<file path="src/utf8_stream_decoder_assert.svh">
// Assertion macros shared by the decoder modules
`ifndef UTF8_STREAM_DECODER_ASSERT_SVH
`define UTF8_STREAM_DECODER_ASSERT_SVH

// Same-cycle implication, checked outside reset
`define UTF8D_ASSERT_IMP(lbl, ante, cons) \
    lbl: assert property (@(posedge clk) disable iff (!rst_n) (ante) |-> (cons)) \
        else $error("utf8 decoder: implication check failed");

// Next-cycle implication, checked outside reset
`define UTF8D_ASSERT_NXT(lbl, ante, cons) \
    lbl: assert property (@(posedge clk) disable iff (!rst_n) (ante) |=> (cons)) \
        else $error("utf8 decoder: next-cycle check failed");

`endif

</file>
<file path="src/utf8d_pkg.sv">
// Shared types, codes and helpers of the UTF-8 stream decoder
package utf8d_pkg;

    localparam int POS_W = 17;
    localparam int CP_W  = 21;

    // Saturation limit for byte positions and character counts
    localparam logic [POS_W-1:0] MAX_BYTES = 17'd65536;

    // Byte classes produced by the front end
    localparam logic [2:0] CLS_ASCII = 3'd0;
    localparam logic [2:0] CLS_CONT  = 3'd1;
    localparam logic [2:0] CLS_LEAD2 = 3'd2;
    localparam logic [2:0] CLS_LEAD3 = 3'd3;
    localparam logic [2:0] CLS_LEAD4 = 3'd4;
    localparam logic [2:0] CLS_BAD   = 3'd5;

    // Result status codes
    localparam logic [1:0] STATUS_CHAR    = 2'd0;
    localparam logic [1:0] STATUS_INVALID = 2'd1;
    localparam logic [1:0] STATUS_DISCARD = 2'd2;

    // Bit masks of the lead and continuation forms
    localparam logic [7:0] TOP1_MASK  = 8'b1000_0000;
    localparam logic [7:0] TOP2_MASK  = 8'b1100_0000;
    localparam logic [7:0] TOP3_MASK  = 8'b1110_0000;
    localparam logic [7:0] TOP4_MASK  = 8'b1111_0000;
    localparam logic [7:0] TOP5_MASK  = 8'b1111_1000;
    localparam logic [7:0] CONT_FORM  = 8'b1000_0000;
    localparam logic [7:0] LEAD2_FORM = 8'b1100_0000;
    localparam logic [7:0] LEAD3_FORM = 8'b1110_0000;
    localparam logic [7:0] LEAD4_FORM = 8'b1111_0000;
    localparam logic [7:0] LEAD2_BITS = 8'b0001_1111;
    localparam logic [7:0] LEAD3_BITS = 8'b0000_1111;
    localparam logic [7:0] LEAD4_BITS = 8'b0000_0111;
    localparam logic [7:0] CONT_BITS  = 8'b0011_1111;

    // One classified byte in the queue between front and back
    typedef struct packed {
        logic [2:0] cls;
        logic [7:0] data;
        logic       last;
    } q_item_t;

    // Increment that holds at the limit
    function automatic logic [POS_W-1:0] sat_inc(input logic [POS_W-1:0] v);
        logic [POS_W-1:0] r;
        r = (v >= MAX_BYTES) ? MAX_BYTES : v + 1'b1;
        return r;
    endfunction

endpackage

</file>
<file path="src/utf8d_front.sv">
// Front end: byte classification and a two-entry queue to the back end
`include "utf8_stream_decoder_assert.svh"

module utf8d_front
    import utf8d_pkg::*;
(
    input  logic       clk,
    input  logic       rst_n,
    input  logic [7:0] data_byte,
    input  logic       last_byte,
    input  logic       in_valid,
    output logic       in_stall,
    output logic       q_valid,
    output q_item_t    q_item,
    input  logic       q_pop
);

    q_item_t    mem [2];
    logic       wr_ptr_reg, wr_ptr_next;
    logic       rd_ptr_reg, rd_ptr_next;
    logic [1:0] count_reg, count_next;
    logic       push;
    logic [2:0] cls;

    // Classify the byte by its leading bits
    always_comb
    begin
        if ((data_byte & TOP1_MASK) == 8'h00)
            cls = CLS_ASCII;
        else if ((data_byte & TOP2_MASK) == CONT_FORM)
            cls = CLS_CONT;
        else if ((data_byte & TOP3_MASK) == LEAD2_FORM)
            cls = CLS_LEAD2;
        else if ((data_byte & TOP4_MASK) == LEAD3_FORM)
            cls = CLS_LEAD3;
        else if ((data_byte & TOP5_MASK) == LEAD4_FORM)
            cls = CLS_LEAD4;
        else
            cls = CLS_BAD;
    end

    assign in_stall = (count_reg == 2'd2);
    assign push     = in_valid && !in_stall;
    assign q_valid  = (count_reg != 2'd0);
    assign q_item   = mem[rd_ptr_reg];

    // Queue pointers and fill count
    always_comb
    begin
        wr_ptr_next = push  ? ~wr_ptr_reg : wr_ptr_reg;
        rd_ptr_next = q_pop ? ~rd_ptr_reg : rd_ptr_reg;
        count_next  = count_reg + {1'b0, push} - {1'b0, q_pop};
    end

    always_ff @(posedge clk or negedge rst_n)
    begin
        if (!rst_n)
        begin
            wr_ptr_reg <= 1'b0;
            rd_ptr_reg <= 1'b0;
            count_reg  <= 2'd0;
        end
        else
        begin
            wr_ptr_reg <= wr_ptr_next;
            rd_ptr_reg <= rd_ptr_next;
            count_reg  <= count_next;
        end
    end

    // Queue storage
    always_ff @(posedge clk)
    begin
        if (push)
            mem[wr_ptr_reg] <= '{cls: cls, data: data_byte, last: last_byte};
    end

    `UTF8D_ASSERT_IMP(a_no_pop_empty, q_pop, count_reg != 2'd0)
    `UTF8D_ASSERT_IMP(a_count_range, 1'b1, count_reg != 2'd3)
    `UTF8D_ASSERT_NXT(a_push_grows, push && !q_pop, count_reg == $past(count_reg) + 2'd1)

endmodule

</file>
<file path="src/utf8d_back.sv">
// Back end: sequence state, character counting and the result register
`include "utf8_stream_decoder_assert.svh"

module utf8d_back
    import utf8d_pkg::*;
(
    input  logic              clk,
    input  logic              rst_n,
    input  logic              q_valid,
    input  q_item_t           q_item,
    output logic              q_pop,
    output logic              out_valid,
    input  logic              out_stall,
    output logic [1:0]        status,
    output logic [CP_W-1:0]   code_point,
    output logic [POS_W-1:0]  start_position,
    output logic [POS_W-1:0]  char_index,
    output logic [POS_W-1:0]  char_count,
    output logic              end_of_string
);

    logic [CP_W-1:0]  partial_reg, partial_next;
    logic [1:0]       rem_reg, rem_next;
    logic [POS_W-1:0] byte_pos_reg, byte_pos_next;
    logic [POS_W-1:0] char_start_reg, char_start_next;
    logic [POS_W-1:0] chars_done_reg, chars_done_next;
    logic             discarding_reg, discarding_next;

    logic             res_valid;
    logic [1:0]       res_status;
    logic [CP_W-1:0]  res_cp;
    logic [POS_W-1:0] res_start, res_idx, res_cnt;
    logic             res_eos;
    logic [CP_W-1:0]  shifted;
    logic [1:0]       rem_dec;

    logic             out_valid_reg;
    logic [1:0]       status_reg;
    logic [CP_W-1:0]  cp_reg;
    logic [POS_W-1:0] start_reg, idx_reg, cnt_reg;
    logic             eos_reg;

    assign q_pop = q_valid && (!out_valid_reg || !out_stall);

    assign shifted = {partial_reg[CP_W-7:0], q_item.data[5:0] & CONT_BITS[5:0]};
    assign rem_dec = rem_reg - 2'd1;

    // One decode step for the byte at the head of the queue
    always_comb
    begin
        partial_next    = partial_reg;
        rem_next        = rem_reg;
        byte_pos_next   = byte_pos_reg;
        char_start_next = char_start_reg;
        chars_done_next = chars_done_reg;
        discarding_next = discarding_reg;
        res_valid       = 1'b0;
        res_status      = STATUS_INVALID;
        res_cp          = '0;
        res_start       = char_start_reg;
        res_idx         = sat_inc(chars_done_reg);
        res_cnt         = chars_done_reg;
        res_eos         = q_item.last;

        if (discarding_reg)
        begin
            if (q_item.last)
            begin
                res_valid  = 1'b1;
                res_status = STATUS_DISCARD;
            end
        end
        else if (rem_reg == 2'd0)
        begin
            char_start_next = byte_pos_reg;
            res_start       = byte_pos_reg;
            case (q_item.cls)
                CLS_ASCII:
                begin
                    chars_done_next = sat_inc(chars_done_reg);
                    res_valid       = 1'b1;
                    res_status      = STATUS_CHAR;
                    res_cp          = {{(CP_W-8){1'b0}}, q_item.data};
                    res_idx         = chars_done_next;
                    res_cnt         = chars_done_next;
                end
                CLS_LEAD2, CLS_LEAD3, CLS_LEAD4:
                begin
                    if (q_item.last)
                    begin
                        partial_next    = '0;
                        res_valid       = 1'b1;
                        discarding_next = 1'b1;
                    end
                    else if (q_item.cls == CLS_LEAD2)
                    begin
                        partial_next = {{(CP_W-8){1'b0}}, q_item.data & LEAD2_BITS};
                        rem_next     = 2'd1;
                    end
                    else if (q_item.cls == CLS_LEAD3)
                    begin
                        partial_next = {{(CP_W-8){1'b0}}, q_item.data & LEAD3_BITS};
                        rem_next     = 2'd2;
                    end
                    else
                    begin
                        partial_next = {{(CP_W-8){1'b0}}, q_item.data & LEAD4_BITS};
                        rem_next     = 2'd3;
                    end
                end
                default:
                begin
                    // stray continuation or an illegal lead byte
                    partial_next    = '0;
                    res_valid       = 1'b1;
                    discarding_next = 1'b1;
                end
            endcase
        end
        else if (q_item.cls == CLS_CONT)
        begin
            rem_next = rem_dec;
            if (rem_dec == 2'd0)
            begin
                chars_done_next = sat_inc(chars_done_reg);
                partial_next    = '0;
                res_valid       = 1'b1;
                res_status      = STATUS_CHAR;
                res_cp          = shifted;
                res_idx         = chars_done_next;
                res_cnt         = chars_done_next;
            end
            else
            begin
                partial_next = shifted;
                // string ends with bytes still missing
                res_valid    = q_item.last;
            end
        end
        else
        begin
            // sequence broken by a non-continuation byte
            partial_next    = '0;
            rem_next        = 2'd0;
            res_valid       = 1'b1;
            discarding_next = 1'b1;
        end

        // End of string returns everything to the reset state
        if (q_item.last)
        begin
            partial_next    = '0;
            rem_next        = 2'd0;
            byte_pos_next   = {{(POS_W-1){1'b0}}, 1'b1};
            char_start_next = {{(POS_W-1){1'b0}}, 1'b1};
            chars_done_next = '0;
            discarding_next = 1'b0;
        end
        else
        begin
            byte_pos_next = sat_inc(byte_pos_reg);
        end
    end

    // Decode state
    always_ff @(posedge clk or negedge rst_n)
    begin
        if (!rst_n)
        begin
            partial_reg    <= '0;
            rem_reg        <= 2'd0;
            byte_pos_reg   <= {{(POS_W-1){1'b0}}, 1'b1};
            char_start_reg <= {{(POS_W-1){1'b0}}, 1'b1};
            chars_done_reg <= '0;
            discarding_reg <= 1'b0;
        end
        else if (q_pop)
        begin
            partial_reg    <= partial_next;
            rem_reg        <= rem_next;
            byte_pos_reg   <= byte_pos_next;
            char_start_reg <= char_start_next;
            chars_done_reg <= chars_done_next;
            discarding_reg <= discarding_next;
        end
    end

    // Result register valid flag
    always_ff @(posedge clk or negedge rst_n)
    begin
        if (!rst_n)
            out_valid_reg <= 1'b0;
        else if (q_pop)
            out_valid_reg <= res_valid;
        else if (!out_stall)
            out_valid_reg <= 1'b0;
    end

    // Result payload
    always_ff @(posedge clk)
    begin
        if (q_pop && res_valid)
        begin
            status_reg <= res_status;
            cp_reg     <= res_cp;
            start_reg  <= res_start;
            idx_reg    <= res_idx;
            cnt_reg    <= res_cnt;
            eos_reg    <= res_eos;
        end
    end

    assign out_valid      = out_valid_reg;
    assign status         = status_reg;
    assign code_point     = cp_reg;
    assign start_position = start_reg;
    assign char_index     = idx_reg;
    assign char_count     = cnt_reg;
    assign end_of_string  = eos_reg;

    `UTF8D_ASSERT_IMP(a_err_no_cp, out_valid_reg && status_reg != STATUS_CHAR, cp_reg == '0)
    `UTF8D_ASSERT_IMP(a_disc_idle, discarding_reg, rem_reg == 2'd0 && partial_reg == '0)
    `UTF8D_ASSERT_IMP(a_disc_only_eos, out_valid_reg && status_reg == STATUS_DISCARD, eos_reg)

endmodule

</file>
<file path="src/utf8_stream_decoder.sv">
// UTF-8 stream decoder, top level
//
// Input channel: one byte of a string per transfer on data_byte, with
// last_byte set on the string's final byte; in_valid / in_stall handshake.
// Output channel: at most one result per byte (status, code_point,
// start_position, char_index, char_count, end_of_string) with out_valid /
// out_stall. Bytes that only extend a sequence, and bytes dropped after an
// error, give no result; the last byte of a string after an error gives
// status 2.
// A byte's transfer writes it into the front queue; the decode step then
// moves it from the queue into the result register, where any result it
// gives is presented.
// Throughput: one byte per cycle unless out_stall holds a presented result,
// set by the decode step in the back end; a two-entry queue lets the front
// keep taking bytes while the result register is held.
// Reset clears the queue, the result valid flag and all sequence state, so the
// next byte starts a new string at position 1.
// While out_stall is high a presented result holds; the back end stops, the queue
// fills, and in_stall rises once both entries are occupied.
module utf8_stream_decoder
    import utf8d_pkg::*;
(
    input  logic              clk,
    input  logic              rst_n,
    input  logic [7:0]        data_byte,
    input  logic              last_byte,
    input  logic              in_valid,
    output logic              in_stall,
    output logic [1:0]        status,
    output logic [CP_W-1:0]   code_point,
    output logic [POS_W-1:0]  start_position,
    output logic [POS_W-1:0]  char_index,
    output logic [POS_W-1:0]  char_count,
    output logic              end_of_string,
    output logic              out_valid,
    input  logic              out_stall
);

    logic    q_valid;
    logic    q_pop;
    q_item_t q_item;

    // Classification and queue
    utf8d_front u_front
    (
        .clk       (clk),
        .rst_n     (rst_n),
        .data_byte (data_byte),
        .last_byte (last_byte),
        .in_valid  (in_valid),
        .in_stall  (in_stall),
        .q_valid   (q_valid),
        .q_item    (q_item),
        .q_pop     (q_pop)
    );

    // Sequence decode and result register
    utf8d_back u_back
    (
        .clk            (clk),
        .rst_n          (rst_n),
        .q_valid        (q_valid),
        .q_item         (q_item),
        .q_pop          (q_pop),
        .out_valid      (out_valid),
        .out_stall      (out_stall),
        .status         (status),
        .code_point     (code_point),
        .start_position (start_position),
        .char_index     (char_index),
        .char_count     (char_count),
        .end_of_string  (end_of_string)
    );

endmodule

</file>
<file path="config.mk">
export PLATFORM = sky130hd
export DESIGN_NAME = utf8_stream_decoder
export DESIGN_NICKNAME = d
export VERILOG_FILES = /design/src/utf8d_pkg.sv /design/src/utf8d_front.sv /design/src/utf8d_back.sv /design/src/utf8_stream_decoder.sv
export VERILOG_INCLUDE_DIRS = /design/src /design/src/src
export SDC_FILE = /design/constraint.sdc
export NUM_CORES = 1
export LEC_CHECK = 0
export BUFFER_PORTS_ARGS = -buffer_cell sky130_fd_sc_hd__buf_2
export CAP_MARGIN = 25
export CELL_PAD_IN_SITES_DETAIL_PLACEMENT = 1
export CELL_PAD_IN_SITES_GLOBAL_PLACEMENT = 2
export CORE_MARGIN = 2
export CORE_UTILIZATION = 40
export CTS_BUF_LIST = sky130_fd_sc_hd__clkbuf_16
export CTS_CLUSTER_SIZE = 28
export DETAILED_ROUTE_END_ITERATION = 10
export PLACE_DENSITY = 0.78
export SKIP_CTS_REPAIR_TIMING = 1
export SLEW_MARGIN = 10
export SYNTH_ARGS = -nofsm -noshare
export SYNTH_HDL_FRONTEND = slang
export SYNTH_HIERARCHICAL = 1
export SYNTH_SLANG_ARGS = --single-unit
export TNS_END_PERCENT = 20
</file>
<file path="constraint.sdc">
create_clock -name clk -period 6.4 [get_ports clk]
set_input_delay 1.28 -clock clk [delete_from_list [all_inputs] [get_ports clk]]
set_output_delay 1.28 -clock clk [all_outputs]
set_load 0.01 [all_outputs]
</file>
==> out/results.ini <==
[finish]
final_cells = 964
area_growth_pct = 16.4
drive_gt1_frac = 0.256
antenna_cells = 0
final_nets = 712
largest_reg_flops = 24
regMostFlops = u_front/mem

[floorplan]
fp.coreArea_um2 = 18800
initial_core_util = 0.411
boundaryPins = 90
fp.dieW_um = 143
fp.dieH_um = 143
rows = 50
die_area_um2 = 20500

[clock_tree]
h-tree-depth = 4
clkTransAtPathRegs_ns = 0.06
cts_tree = done
clockBufferDepth = 2
cts.sinks = 173
root_buffer = clkbuf_16
clock_latency_ns = 0.43
numCtsBuffers = 17

[setup_path]
crit_fanout = 63
cp_slowest_stage_delay_ns = 0.81
crit_family = flip-flops
path_buf_inv = 1
cp.arrival_ns = 3.54
crit_path_end_kind = register
cp_slowest_cell = dfrtp_1
criticalPathCategory = reg -> reg
crit_required_ns = 6.46
worstPathCellList = mux2_4, and3b_1, a211oi_1, a21oi_1, nor2_4, buf_4
startpoint_type = register

[power]
clockPowerShare = 0.255
power_density_nw_per_um2 = 446
total_power_mw = 4.02
p_sw_frac = 0.341
p_seq_frac = 0.434
vdd_drop_max_uv = 249
power.switching_mw = 1.37
internal-power_mw = 2.65
p_leak_nw = 3.80
p_comb_frac = 0.311

[sta]
fmax_mhz = 287
fin_setup_tns_ns = 0
slew-limit-headroom = 0.353
worstMarginPinSlew_ns = 0.970
maxSlewViolCount = 0
setup_viol = 0
whs_ns = 0.504
finClkSkew_ns = 0.00715
hold_violations = 0
finalCritPeriodShare = 0.544
fin_crit_ns = 3.48
rsz0062_at_grt = no

[yosys]
synth_compound_area_frac = 0.107
synth_flop_cell = edfxtp_1
syn_avg_cell_area_um2 = 12.7
synth_area_um2 = 7740
synth-xor-area-share = 0.0215
synth_cell_types = 64
synth_nets = 632
synth_top_family_by_area = simple AND/OR/NAND/NOR gates
ys_ff_latch = 173
netlist_instances = 611
synth.area.top_cells = edfxtp_1 (38%), dfrtp_1 (23%), mux2_2 (4.5%), a22o_1 (3.3%), nor2_1 (2.0%)
synth_edf_count = 99
yosys_warnings = 6
async_flop_share = 0.428
synth-simple-area-share = 0.120
synthAdderAreaFrac = 0.0129
synth-seq-area-share = 0.624
synth.area.mux_share = 0.0781
synth_top_area_frac = 0.384
yosys.area.top_type = edfxtp_1

[placement]
io_buffers = 89
gp_congestion = 0.841
dp_cells = 930
dp_hpwl_mm = 11.5

[drt]
drc = 0
ant_nets = 0
vias = 5094
vias_per_cell = 5.28
wl_per_cell_um = 18.0
drt_wl_total_mm = 17.3
drt_iter0_markers = 330
drt_first_pass_iters = 4

[grt]
grt_use_total = 0.180
grt_max_degree = 75
grt_pass1_vias = 5348
grt_pass1_wl_mm = 28.6
grt_antenna_before_repair = 0
grt_overflow = 0

[status]
status = finished clean

[job]
cap_violations = 0

[hold_path]
min_path_type = reg -> reg

-- synth_stat cells, types with 3 or more instances --
master	number
and2_1	11
mux2_4	9
o21ai_0	27
a31oi_1	10
a22o_1	29
nor4_1	7
mux2i_1	12
nand2_1	36
mux2_2	31
dfrtp_1	72
xor2_1	4
or3_1	5
or2_2	3
nor4b_1	3
buf_2	10
inv_1	30
and3_1	19
o31ai_1	6
nor3b_1	3
buf_1	3
nor2_1	41
ha_1	8
nand3_1	11
nand4_1	4
xnor2_1	15
a21o_1	3
a21oi_1	21
edfxtp_1	99
a31o_2	3
nor2b_1	6
nor3_1	9
clkbuf_1	18
-- final cells by class --
cell class	count	area [um^2]
sequential	173	4830
inverter	30	113
clock buffer	17	425
multi-input combinational	372	2640
tap	260	325
timing repair buffer	97	528
clock inverter	15	158
fill	1979	9820
-- placed cells by master, fill, tap and decap left out, types with 4 or more instances in the layout --
cell        n
edfxtp_1   99
buf_2      88
dfrtp_1    72
nor2_1     40
nand2_1    36
inv_1      33
mux2_2     31
a22o_1     29
o21ai_0    27
a21oi_1    21
and3_1     19
clkbuf_16  17
xnor2_1    15
mux2i_1    12
nand3_1    11
and2_1     11
a31oi_1    10
nor3_1      9
mux2_4      9
buf_4       8
ha_1        8
nor4_1      7
nor2b_1     6
o31ai_1     6
or3_1       5
clkinv_2    4
nand4_1     4
xor2_1      4
-- power groups by stage --
| stage | clock [mW] | sequential (mW) | combinational, mW |
|---|---|---|---|
| 4_1_cts | 1.05 | 1.75 | 1.27 |
| 3_3_place_gp | 0 | 1.75 | 1.24 |
| 6_report | 1.03 | 1.74 | 1.25 |
| 3_5_place_dp | 0 | 1.77 | 1.26 |
| 2_1_floorplan | 0 | 1.88 | 0.701 |
| 5_1_grt | 1.09 | 1.78 | 1.38 |
-- worst reg2reg max path: cells and delay by family, from the launching register on --
kind                   cells  cell delay, ns
buffers and inverters      1            0.68
multiplexers               1            0.43
AND/OR/NAND/NOR            2            0.59
flip-flops                 1            0.81
AO/OA/AOI/OAI              2            0.49
-- worst paths after layout --
check / to / cells past startpoint / slack [ns] / start
min in group asynchronous: u_back/char_start_reg[6]$_DFFE_PN0P_ / 1 / 0.78 / rst_n
setup / recovery: u_back/start_position[4]$_DFFE_PP_ / 6 / 2.92 / u_front/rd_ptr_reg$_DFFE_PN0P_
setup reg to reg: u_back/start_position[4]$_DFFE_PP_ / 6 / 2.92 / u_front/rd_ptr_reg$_DFFE_PN0P_
max in group asynchronous: u_back/char_start_reg[0]$_DFFE_PN1P_ / 2 / 5.00 / rst_n
hold reg to reg: u_back/char_start_reg[3]$_DFFE_PN0P_ / 1 / 0.50 / u_back/char_start_reg[3]$_DFFE_PN0P_
hold / removal: u_back/char_start_reg[3]$_DFFE_PN0P_ / 1 / 0.50 / u_back/char_start_reg[3]$_DFFE_PN0P_
-- logic make-up (layout without fill, tap and decap cells) --
family / count (synthesis) / count (layout)
buffers and inverters: 66 / 159
XOR/XNOR: 19 / 19
adder cells (fa/ha/maj): 8 / 8
flip-flops: 173 / 173
multiplexers: 52 / 52
AND/OR/NAND/NOR: 172 / 172
AO/OA/AOI/OAI: 121 / 121
-- metrics by stage --
stage / util / cell area (um^2) / setup WS (ns)
3_5_place_dp: 0.446 / 8390 / 2.61
2_1_floorplan: - / 7740 / 0.906
5_1_grt: 0.479 / 9010 / 2.64
4_1_cts: 0.477 / 8980 / 2.89
6_report: 0.479 / 9010 / 2.92
3_3_place_gp: 0.446 / 8390 / 2.65
-- layer usage --
layer / global-route usage / wire length, um / vias to the layer above
met5: 0 / 0 / -
li1: - / - / 2403
met3: 0.0386 / 668 / 15
met4: 0.0542 / 208 / 0
met2: 0.294 / 8420 / 105
met1: 0.241 / 8040 / 2571
Power figures use the tool's default switching activity.
